$ cat config.mk
export PLATFORM = sky130hd
export DESIGN_NAME = mutex_lock_manager_top
export DESIGN_NICKNAME = d
export VERILOG_FILES = /design/src/sv/mlm_pkg.sv /design/src/sv/mutex_lock_manager_top.sv /design/src/sv/mlm_wait_mem.sv /design/src/sv/mlm_core.sv
export SDC_FILE = /design/constraint.sdc
export NUM_CORES = 2
export LEC_CHECK = 0
export BUFFER_PORTS_ARGS = -buffer_cell sky130_fd_sc_hd__buf_4
export CAP_MARGIN = 20
export CORE_MARGIN = 5
export CORE_UTILIZATION = 53
export DETAILED_ROUTE_END_ITERATION = 10
export PLACE_DENSITY = 0.69
export SLEW_MARGIN = 30
export SYNTH_ARGS = -nofsm -noshare
export SYNTH_HDL_FRONTEND = slang
export SYNTH_HIERARCHICAL = 1
export SYNTH_SLANG_ARGS = --single-unit
$ cat constraint.sdc
create_clock -name clk -period 10.4 [get_ports clk]
set_clock_uncertainty 0.05 [all_clocks]
set_input_delay 2.08 -clock clk [delete_from_list [all_inputs] [get_ports clk]]
set_output_delay 2.08 -clock clk [all_outputs]
set_load 0.05 [all_outputs]
$ cat src/sv/mlm_pkg.sv
// mlm_pkg: shared types, codes and default sizes for the mutex lock manager.
// No dependencies; imported by every module of the block.
`default_nettype none

package mlm_pkg;

  // default sizes, overridable at the top level
  localparam int NUM_LOCKS_DEF   = 16;
  localparam int QUEUE_DEPTH_DEF = 8;

  // fixed field widths
  localparam int ID_W   = 16;
  localparam int TASK_W = 8;

  // request modes
  localparam logic MODE_LOCK   = 1'b0;
  localparam logic MODE_UNLOCK = 1'b1;

  typedef enum logic [2:0] {
    OC_GRANTED  = 3'd0,
    OC_BLOCKED  = 3'd1,
    OC_QFULL    = 3'd2,
    OC_TFULL    = 3'd3,
    OC_FREED    = 3'd4,
    OC_HANDED   = 3'd5,
    OC_NOTOWNER = 3'd6
  } outcome_t;

  typedef struct packed {
    logic              mode;
    logic [ID_W-1:0]   lock_id;
    logic [TASK_W-1:0] task_id;
  } req_t;

  typedef struct packed {
    outcome_t          outcome;
    logic              must_block;
    logic              wake_valid;
    logic [TASK_W-1:0] wake_task;
  } res_t;

endpackage

`default_nettype wire

$ cat src/sv/mutex_lock_manager_top.sv
// mutex_lock_manager_top: stream ports and output register of the lock manager.
// Depends on mlm_pkg and mlm_core.
//
//   channel  dir  payload                                        handshake
//   s_       in   tdata: lock_id[15:0] task_id[23:16]; tuser mode  s_tvalid/s_tready
//   m_       out  tdata: outcome, must_block, wake_valid, wake_task m_tvalid/m_tready
//
// A request goes through the id search, which reads one table entry per cycle
// through a single comparator, then an update step, plus a handover step that
// reads the oldest waiter from the slot memory.
// Reset is synchronous and empties the table at once; no clearing pass.
// A result waits in the output register while the next request is taken;
// s_tready drops while a request is in flight or its result cannot be stored.
`default_nettype none

module mutex_lock_manager_top import mlm_pkg::*; #(
  parameter int NUM_LOCKS   = NUM_LOCKS_DEF,
  parameter int QUEUE_DEPTH = QUEUE_DEPTH_DEF
) (
  input  wire logic        clk,
  input  wire logic        rst,
  input  wire logic        s_tvalid,
  output logic             s_tready,
  input  wire logic [23:0] s_tdata,  // lock_id[15:0], task_id[23:16]
  input  wire logic        s_tuser,  // mode: 0 lock, 1 unlock
  output logic             m_tvalid,
  input  wire logic        m_tready,
  output logic      [15:0] m_tdata   // outcome[2:0], must_block[3], wake_valid[4],
                                     // wake_task[12:5], zero[15:13]
);

  req_t req;
  res_t res;
  logic res_valid;
  logic res_ready;

  assign req = '{mode: s_tuser, lock_id: s_tdata[15:0], task_id: s_tdata[23:16]};

  // output register accepts a result when empty or being drained
  assign res_ready = !m_tvalid || m_tready;

  always_ff @(posedge clk) begin
    if (rst) begin
      m_tvalid <= 1'b0;
    end else if (res_ready) begin
      m_tvalid <= res_valid;
    end
  end

  always_ff @(posedge clk) begin
    if (res_ready && res_valid) begin
      m_tdata <= {3'b000, res.wake_task, res.wake_valid, res.must_block, res.outcome};
    end
  end

  mlm_core #(
    .NUM_LOCKS   (NUM_LOCKS),
    .QUEUE_DEPTH (QUEUE_DEPTH)
  ) u_core (
    .clk       (clk),
    .rst       (rst),
    .req_valid (s_tvalid),
    .req_ready (s_tready),
    .req       (req),
    .res_valid (res_valid),
    .res_ready (res_ready),
    .res       (res)
  );

endmodule

`default_nettype wire

$ cat src/sv/mlm_wait_mem.sv
// mlm_wait_mem: wait-slot memory, one write port and one registered read port.
// Depends on mlm_pkg for the task width.
`default_nettype none

module mlm_wait_mem import mlm_pkg::*; #(
  parameter int DEPTH = NUM_LOCKS_DEF * QUEUE_DEPTH_DEF,
  parameter int AW    = (DEPTH > 1) ? $clog2(DEPTH) : 1
) (
  input  wire logic              clk,
  input  wire logic              we,
  input  wire logic [AW-1:0]     waddr,
  input  wire logic [TASK_W-1:0] wdata,
  input  wire logic [AW-1:0]     raddr,
  output logic      [TASK_W-1:0] rdata
);

  logic [TASK_W-1:0] mem [DEPTH];

  // write port
  always_ff @(posedge clk) begin
    if (we) begin
      mem[waddr] <= wdata;
    end
  end

  // registered read port
  always_ff @(posedge clk) begin
    rdata <= mem[raddr];
  end

endmodule

`default_nettype wire

$ cat src/sv/mlm_core.sv
// mlm_core: sequencer, entry table and shared id comparator of the lock manager.
// Depends on mlm_pkg and mlm_wait_mem.
`default_nettype none

module mlm_core import mlm_pkg::*; #(
  parameter int NUM_LOCKS   = NUM_LOCKS_DEF,
  parameter int QUEUE_DEPTH = QUEUE_DEPTH_DEF
) (
  input  wire logic clk,
  input  wire logic rst,
  input  wire logic req_valid,
  output logic      req_ready,
  input  wire req_t req,
  output logic      res_valid,
  input  wire logic res_ready,
  output res_t      res
);

  localparam int IW    = (NUM_LOCKS > 1) ? $clog2(NUM_LOCKS) : 1;
  localparam int UW    = $clog2(NUM_LOCKS + 1);
  localparam int QW    = (QUEUE_DEPTH > 1) ? $clog2(QUEUE_DEPTH) : 1;
  localparam int CW    = $clog2(QUEUE_DEPTH + 1);
  localparam int SLOTS = NUM_LOCKS * QUEUE_DEPTH;
  localparam int AW    = (SLOTS > 1) ? $clog2(SLOTS) : 1;

  typedef enum logic [4:0] {
    S_IDLE = 5'b00001,
    S_SCAN = 5'b00010,
    S_OP   = 5'b00100,
    S_HAND = 5'b01000,
    S_RESP = 5'b10000
  } state_t;

  state_t            state;
  req_t              cur_req;
  logic [UW-1:0]     used;
  logic [UW-1:0]     scan_idx;
  logic              cmp_pend;
  logic [IW-1:0]     cmp_idx;
  logic [IW-1:0]     k;
  logic              cur_owned;
  logic [TASK_W-1:0] cur_owner;
  logic [CW-1:0]     cur_count;
  logic [QW-1:0]     cur_head;
  res_t              result;

  // entry table memory
  logic [ID_W-1:0]   ent_id    [NUM_LOCKS];
  logic              ent_owned [NUM_LOCKS];
  logic [TASK_W-1:0] ent_owner [NUM_LOCKS];
  logic [CW-1:0]     ent_count [NUM_LOCKS];
  logic [QW-1:0]     ent_head  [NUM_LOCKS];

  logic [IW-1:0]     ent_raddr;
  logic [ID_W-1:0]   rd_id;
  logic              rd_owned;
  logic [TASK_W-1:0] rd_owner;
  logic [CW-1:0]     rd_count;
  logic [QW-1:0]     rd_head;

  logic              ent_we;
  logic              w_owned;
  logic [TASK_W-1:0] w_owner;
  logic [CW-1:0]     w_count;
  logic [QW-1:0]     w_head;

  logic              wq_we;
  logic [AW-1:0]     wq_waddr;
  logic [AW-1:0]     wq_raddr;
  logic [TASK_W-1:0] wq_rdata;

  logic              hit;
  logic [CW:0]       tail_sum;
  logic [QW-1:0]     tail;
  logic [QW-1:0]     head_inc;
  logic              op_hand;
  res_t              op_res;

  function automatic logic [AW-1:0] slot_addr(input logic [IW-1:0] idx,
                                              input logic [QW-1:0] slot);
    slot_addr = AW'(32'(idx) * 32'(QUEUE_DEPTH) + 32'(slot));
  endfunction

  assign req_ready = (state == S_IDLE);
  assign res_valid = (state == S_RESP);
  assign res       = result;

  // shared comparator and queue pointer arithmetic
  always_comb begin
    ent_raddr = scan_idx[IW-1:0];
    hit       = cmp_pend && (rd_id == cur_req.lock_id);
    tail_sum  = (CW+1)'(cur_head) + (CW+1)'(cur_count);
    if (tail_sum >= (CW+1)'(QUEUE_DEPTH)) begin
      tail = QW'(tail_sum - (CW+1)'(QUEUE_DEPTH));
    end else begin
      tail = QW'(tail_sum);
    end
    if (cur_head == QW'(QUEUE_DEPTH - 1)) begin
      head_inc = '0;
    end else begin
      head_inc = cur_head + QW'(1);
    end
    wq_waddr = slot_addr(k, tail);
    wq_raddr = slot_addr(k, cur_head);
  end

  // request decode for the operation step and the handover step
  always_comb begin
    ent_we  = 1'b0;
    wq_we   = 1'b0;
    op_hand = 1'b0;
    w_owned = cur_owned;
    w_owner = cur_owner;
    w_count = cur_count;
    w_head  = cur_head;
    op_res  = '{outcome: OC_NOTOWNER, must_block: 1'b0, wake_valid: 1'b0,
                wake_task: '0};
    if (state == S_OP) begin
      if (cur_req.mode == MODE_LOCK) begin
        ent_we = 1'b1;
        if (!cur_owned) begin
          w_owned        = 1'b1;
          w_owner        = cur_req.task_id;
          op_res.outcome = OC_GRANTED;
        end else if (cur_count < CW'(QUEUE_DEPTH)) begin
          wq_we             = 1'b1;
          w_count           = cur_count + CW'(1);
          op_res.outcome    = OC_BLOCKED;
          op_res.must_block = 1'b1;
        end else begin
          op_res.outcome = OC_QFULL;
        end
      end else begin
        if (!cur_owned || cur_owner != cur_req.task_id) begin
          ent_we = 1'b1;
        end else if (cur_count == '0) begin
          ent_we         = 1'b1;
          w_owned        = 1'b0;
          op_res.outcome = OC_FREED;
        end else begin
          op_hand = 1'b1;
        end
      end
    end else if (state == S_HAND) begin
      ent_we            = 1'b1;
      w_owner           = wq_rdata;
      w_count           = cur_count - CW'(1);
      w_head            = head_inc;
      op_res.outcome    = OC_HANDED;
      op_res.wake_valid = 1'b1;
      op_res.wake_task  = wq_rdata;
    end
  end

  // entry table write and registered read
  always_ff @(posedge clk) begin
    if (ent_we) begin
      ent_id[k]    <= cur_req.lock_id;
      ent_owned[k] <= w_owned;
      ent_owner[k] <= w_owner;
      ent_count[k] <= w_count;
      ent_head[k]  <= w_head;
    end
    rd_id    <= ent_id[ent_raddr];
    rd_owned <= ent_owned[ent_raddr];
    rd_owner <= ent_owner[ent_raddr];
    rd_count <= ent_count[ent_raddr];
    rd_head  <= ent_head[ent_raddr];
  end

  // sequencer
  always_ff @(posedge clk) begin
    if (rst) begin
      state    <= S_IDLE;
      used     <= '0;
      cmp_pend <= 1'b0;
    end else begin
      unique case (state)
        S_IDLE: begin
          if (req_valid) begin
            cur_req  <= req;
            scan_idx <= '0;
            cmp_pend <= 1'b0;
            state    <= S_SCAN;
          end
        end
        S_SCAN: begin
          if (hit) begin
            k         <= cmp_idx;
            cur_owned <= rd_owned;
            cur_owner <= rd_owner;
            cur_count <= rd_count;
            cur_head  <= rd_head;
            cmp_pend  <= 1'b0;
            state     <= S_OP;
          end else if (scan_idx < used) begin
            cmp_pend <= 1'b1;
            cmp_idx  <= scan_idx[IW-1:0];
            scan_idx <= scan_idx + UW'(1);
          end else begin
            cmp_pend <= 1'b0;
            if (!cmp_pend) begin
              if (used == UW'(NUM_LOCKS)) begin
                result <= '{outcome: OC_TFULL, must_block: 1'b0, wake_valid: 1'b0,
                            wake_task: '0};
                state  <= S_RESP;
              end else begin
                // new entry, created free with an empty queue
                k         <= used[IW-1:0];
                cur_owned <= 1'b0;
                cur_owner <= '0;
                cur_count <= '0;
                cur_head  <= '0;
                used      <= used + UW'(1);
                state     <= S_OP;
              end
            end
          end
        end
        S_OP: begin
          if (op_hand) begin
            state <= S_HAND;
          end else begin
            result <= op_res;
            state  <= S_RESP;
          end
        end
        S_HAND: begin
          result <= op_res;
          state  <= S_RESP;
        end
        S_RESP: begin
          if (res_ready) begin
            state <= S_IDLE;
          end
        end
        default: begin
          state <= S_IDLE;
        end
      endcase
    end
  end

  mlm_wait_mem #(
    .DEPTH (SLOTS),
    .AW    (AW)
  ) u_wait_mem (
    .clk   (clk),
    .we    (wq_we),
    .waddr (wq_waddr),
    .wdata (cur_req.task_id),
    .raddr (wq_raddr),
    .rdata (wq_rdata)
  );

endmodule

`default_nettype wire

After elaboration in Yosys (flattened, before gate mapping). Memory sizes are Yosys's and may differ from the RTL's. A register that Yosys moved wholly into a read port is not among the register bits. Index checks and enable logic that the tools add are counted.

Bits in registers: 92. Bits in writable memories: 1536. Output and inout port bits: 18. Bits of input ports: 29. Memories: 6.

Magnitude comparators: 3. Equality and inequality tests: 22. Add/subtract/negate cells: 9. Multiplexer cells: 83. Bitwise gates (word level): 5. Reduce and logical (&&, ||, !) cells: 17.

Memory list: u_core.u_wait_mem.mem (depth 128, bits a word 8, rd ports 1, clocked after memory_dff 1, wr ports 1, line mlm_wait_mem.sv:17) `logic [TASK_W-1:0] mem [DEPTH];`; u_core.ent_id (depth 16, bits a word 16, rd ports 1, clocked after memory_dff 1, wr ports 1, line mlm_core.sv:48) `logic [ID_W-1:0] ent_id [NUM_LOCKS];`; u_core.ent_owner (depth 16, bits a word 8, rd ports 1, clocked after memory_dff 1, wr ports 1, line mlm_core.sv:50) `logic [TASK_W-1:0] ent_owner [NUM_LOCKS];`; u_core.ent_count (depth 16, bits a word 4, rd ports 1, clocked after memory_dff 1, wr ports 1, line mlm_core.sv:51) `logic [CW-1:0] ent_count [NUM_LOCKS];`; u_core.ent_head (depth 16, bits a word 3, rd ports 1, clocked after memory_dff 1, wr ports 1, line mlm_core.sv:52) `logic [QW-1:0] ent_head [NUM_LOCKS];`; u_core.ent_owned (depth 16, bits a word 1, rd ports 1, clocked after memory_dff 1, wr ports 1, line mlm_core.sv:49) `logic ent_owned [NUM_LOCKS];`.

Operators with widths (number): $mux 13 (5); $mux 8 (8); $mux 4 (13); $mux 5 (10); $pmux 13 s3 (1); $mux 3 (11); $mux 1 (28); $pmux 5 s5 (1); $eq 16x16->1 (1); $reduce_and 5->1 (3); $add 7x3->7 (2); $ne 2x2->1 const B (6); $add 5x1->5 const B (2); $eq 5x5->1 const B (2); $ne 2x1->1 const B (5); $pmux 5 s2 (1); $mux 9 (1); $ne 8x8->1 (1); $reduce_and 4->1 (2); $reduce_and 7->1 (1); $mux 2 (3); $add 3x4->5 (1); $eq 5x1->1 const B (1); $eq 5x2->1 const B (1); other kinds (22) (29).

Logic depth before layout (Yosys ltp).
Depth after elaboration: 7. Gate-level depth with buffers: 10.

Cells and area by module. The synthesis kept the hierarchy.

By module, submodules not included: mlm_wait_mem (cells an instance 1635, times used 1, area an instance 39665.5 um2); mlm_core (cells an instance 1088, times used 1, area an instance 23789.1 um2); mutex_lock_manager_top (cells an instance 22, times used 1, area an instance 471.7 um2).

Worst setup path before layout. Ideal clock, no wire load.

Kind: reg2reg. Start point: register u_core/cur_req[5] (netlist name). End point: memory u_core/ent_count[1][0] (netlist name) (enable). Setup slack: 4.999 ns. Data required time: 9.889 ns. Buffers on the path: 0. Stages on the path, launching flop included: 6. Arrival time: 4.890 ns. Cells stage by stage: edfxtp_1 -> xnor2_1 -> and4_1 -> a41oi_1 -> o21ai_0 -> nor3_1.

Word-level cells in the longest chain between the ends: 7.

RTL lines: from (decl) (line mlm_core.sv:35) `req_t cur_req;`; from (signal assigned) (line mlm_core.sv:181) `cur_req <= req;`; $ne 8x8->1 (line mlm_core.sv:134) `if (!cur_owned || cur_owner != cur_req.task_id) begin`; $logic_or 1x1->1 (line mlm_core.sv:134); $mux 1 (line mlm_core.sv:134); $mux 1 (line mlm_core.sv:119) `if (cur_req.mode == MODE_LOCK) begin`; $mux 1 (line mlm_core.sv:118) `if (state == S_OP) begin`; $mux 1 (line mlm_core.sv:157) `if (ent_we) begin`; $mux 1 (implied by the code) (line mlm_core.sv:161) `ent_count[k] <= w_count;`; to (decl) (line mlm_core.sv:51).

No other way between the ends.

Worst setup path after layout.
Start point: register u_core.state[1]. End point: output port s_tready.

Word-level cells in the longest chain between the ends: 1.

RTL lines: from (decl) (line mlm_core.sv:34) `state_t state;`; from (signal assigned) (line mlm_core.sv:174) `state <= S_IDLE;`; from (signal assigned) (line mlm_core.sv:184) `state <= S_SCAN;`; from (signal assigned) (line mlm_core.sv:195) `state <= S_OP;`; $eq 5x1->1 (line mlm_core.sv:84) `assign req_ready = (state == S_IDLE);`; to (decl) (line mutex_lock_manager_top.sv:23) `output logic s_tready,`.

No other way between the ends.

==> metrics <==
sw frac=0.1913; Clock Path Buffers=3; Worst-Margin Slew=1.034 ns; Register Area=49570 µm²; Post-Place Cell Area=66540 µm²; Setup-failing EPs final=0; MaxCap Viol Count=0; crit-path max FO=6; multi-input logic area=13940 µm²; DRT iter0 DRCs=3400; H-tree depth=4; clock share of power=0.436; fin area=72090 µm²; setup_tns=0 ns; fin. max-slew vios=0; first-pass GRT wire length=204600 µm; mux cell area share after synthesis=0.1772; post-synthesis async set-or-reset flop share=0; Chip Width=357.3 µm; I/O pin cnt=47; WL final=140000 µm; hpwl dp=78780 µm; Worst Setup End Kind=primary output; Pwr Density=189.1 nW/µm²; global route hottest layer=met2; drt pass-1 iters=5; Fin. Hold Viols=0; Setup WS pre-CTS=5.929 ns; clock-pin slew on the worst setup and hold paths=0.06 ns; Clock Latency Late Sink=0.77 ns; Netlist cell types=58; slew margin rel.=0.3079; synthesized instance count=2745; P_sw=2.608 mW; logic gate share of total power=0.022; Tot Pwr=13.63 mW; met3 usage=0.03768; fill count=8147; M2 GR Usage=0.3737; Yosys reg bits=1668; Die Y=357.3 µm; critical path type=reg -> out; via-per-instance ratio=6.253; GP Congestion=0.7974; ANT nets after route=0; largest family of logic cells by synthesized area=multiplexers; Simple-Gate Fraction of Synth Area=0.02456; Root Driver=clkbuf_16; Tmin final=4.391 ns; mapped cell area=63930 µm²; post-synthesis xor/xnor area fraction=0.004658; Post-Synth Adder-Cell Area=0.002662; PortBufs=43; Data arrival, critical path=2.26 ns; CTS tree=built; postcts setup bufs=0; Synth Area in Compound Gates=0.004345; CP Data Required Time=8.27 ns; Post-Syn Area per Cell=23.29 µm²; number of synthesized flops with an enable pin=1616; # clock sinks=1668; fmax=227.7 MHz; Tot GR Track Use=0.2220; Overflow after GRT=0; utilization after layout=0.6017; core area=119800 µm²; # resized after CTS=0; Die ar.=127700 µm²; Hold WC Path Type=reg -> reg; Internal Power=11.02 mW; fin nets=2941; fin crit share=0.4222; Via Count=29040; vias in the first global route=29890; num rows=127; Post-CTS Hold Buffers=0; DR DRC count=0; yosys warns=6; Worst IR Drop VDD=166.7 µV; initial antenna violation count=3; met1 usage=0.3071; Initial Util=0.5336; PnR worst setup slack=6.009 ns; part of the power in registers=0.542; layout cells sized above 1=0.3184; startpoint types=flip-flop; Pleak=22.62 nW; Seq/Total Area, Yosys=0.7754; largest net degree at the start of global routing=131; total CTS buffers=163; Top FF cell, synth=edfxtp_1; status=complete, no violations; drt wl/cell=30.13 µm; synthesis-to-layout area growth=12.78%; unrepaired setup endpoints after global routing=false
==> cell usage in the layout, fill, tap and decap left out, types with 5 or more instances in the layout <==
cell       netlist  layout
clkbuf_16        0     170
a211o_1          8       8
ha_1            12      12
clkbuf_8         0      15
buf_6            2       7
nand3_1         17      17
xnor2_1         16      14
mux4_2         496     496
and2_1          25      25
xor2_1          18      18
nor3_2           1       5
buf_4           23     110
nor3_1          23      18
nor2_4           0      12
clkbuf_1        61      33
inv_1           19      19
edfxtp_1      1616    1616
clkinv_2         0      27
nand4_1          6       6
clkinv_1         0      21
nor2_1         166      97
mux2_2          12      12
nor2_2           0      57
bufinv_16        0      18
nor2b_1         10       9
o21ai_0          9       6
nand2_1         39      39
dfxtp_1         52      52
nand2b_1         5       5
==> kinds of logic after synthesis <==
group | count (synthesis)
adders and majority gates | 13
muxes | 510
and+or+nand+nor | 325
xor gates and xnor gates | 34
other | 1
DFF | 1668
buffers and inverters | 155
AOI/OAI and AO/OA | 39
==> cell usage after synthesis (2+ instances only) <==
master | n | area [µm²]
nand4b_1 | 4 | 35.03
nand2_1 | 39 | 146.4
nor2_1 | 166 | 623.1
xnor2_1 | 16 | 140.1
a211o_1 | 8 | 70.07
buf_1 | 26 | 97.59
o21ba_2 | 2 | 20.02
nand4_1 | 6 | 37.54
and2_1 | 25 | 156.4
mux2i_1 | 2 | 20.02
mux4_2 | 496 | 11170
buf_6 | 2 | 22.52
nand3_1 | 17 | 85.08
or3b_2 | 2 | 17.52
o21ai_0 | 9 | 45.04
nand3b_1 | 2 | 15.01
and4_1 | 3 | 26.28
xor2_1 | 18 | 157.7
a21oi_1 | 5 | 25.02
nor3b_1 | 4 | 30.03
o211ai_1 | 3 | 22.52
buf_2 | 23 | 115.1
inv_1 | 19 | 71.32
edfxtp_1 | 1616 | 48530
nor2b_1 | 10 | 62.56
mux2_2 | 12 | 135.1
nor4b_1 | 2 | 17.52
or3_1 | 3 | 18.77
o31ai_1 | 3 | 22.52
clkbuf_1 | 61 | 229.0
nor4_1 | 4 | 25.02
ha_1 | 12 | 150.1
dfxtp_1 | 52 | 1041
buf_4 | 23 | 172.7
nand2b_1 | 5 | 31.28
nor3_1 | 23 | 115.1
==> power by group through the flow <==
stage	Combinational, mW	Sequential [mW]	Clock, mW
2_1_floorplan	0.180	7.55	0
3_5_place_dp	0.305	7.53	0
4_1_cts	0.307	7.39	6.04
6_report	0.301	7.39	5.94
3_3_place_gp	0.295	7.53	0
5_1_grt	0.324	7.38	6.33
==> routing by layer <==
metal	vias to the layer above	share of wire
met1	15540	0.38
met3	255	0.079
li1	11910	-
met2	1341	0.51
met5	-	0.000093
met4	2	0.024
==> cell type report <==
| cell class | instances | area share |
|---|---|---|
| repair buffers | 123 | 0.01442 |
| flip-flops and latches | 1668 | 0.6875 |
| multi-input cells | 924 | 0.1933 |
| well taps | 1612 | 0.02798 |
| inverters | 19 | 0.0009892 |
| clock buffers | 218 | 0.06359 |
| clock inverters | 79 | 0.01208 |
| diodes | 2 | 0.00006942 |
==> per-stage QoR <==
stage / cells / hold WS (ns)
after floorplan: 2747 / 0.3503
after global placement: 4344 / 0.3623
after detailed placement: 4346 / 0.3557
after CTS: 4643 / 0.3702
after global routing: 4643 / 0.3759
final: 4645 / 0.3719
==> sequential cells by signal (all words and copies together), names as in the netlist, 5 cells and up <==
name                     flops
u_core/cur_req              25
u_core/ent_id              256
u_core/rd_owner              8
u_core/u_wait_mem/mem     1024
u_core/rd_id                16
u_core/cur_owner             8
u_core/res                  13
u_core/ent_owner           128
u_core/state                 5
u_core/scan_idx              5
u_core/used                  5
m_tdata                     13
u_core/ent_owned            16
u_core/ent_count            64
u_core/ent_head             48
u_core/u_wait_mem/rdata      8
==> worst max-delay path, stage by stage (launching register included) <==
cell and delay, ns:
dfxtp_1 0.36, or3_1 0.43, nor3b_1 0.41, buf_4 0.29
==> path summary, 6_finish.rpt <==
kind	endpoint	depth (start not counted)	slack (ns)	from
max reg2reg	u_core/u_wait_mem/mem[37][6]	9	6.14	u_core/cur_head[1]
max	s_tready	3	6.01	u_core/state[1]
min reg2reg	m_tdata[6]	0	0.37	u_core/res[1]
min	m_tdata[6]	0	0.37	u_core/res[1]
(Power assumes the default switching activity.)
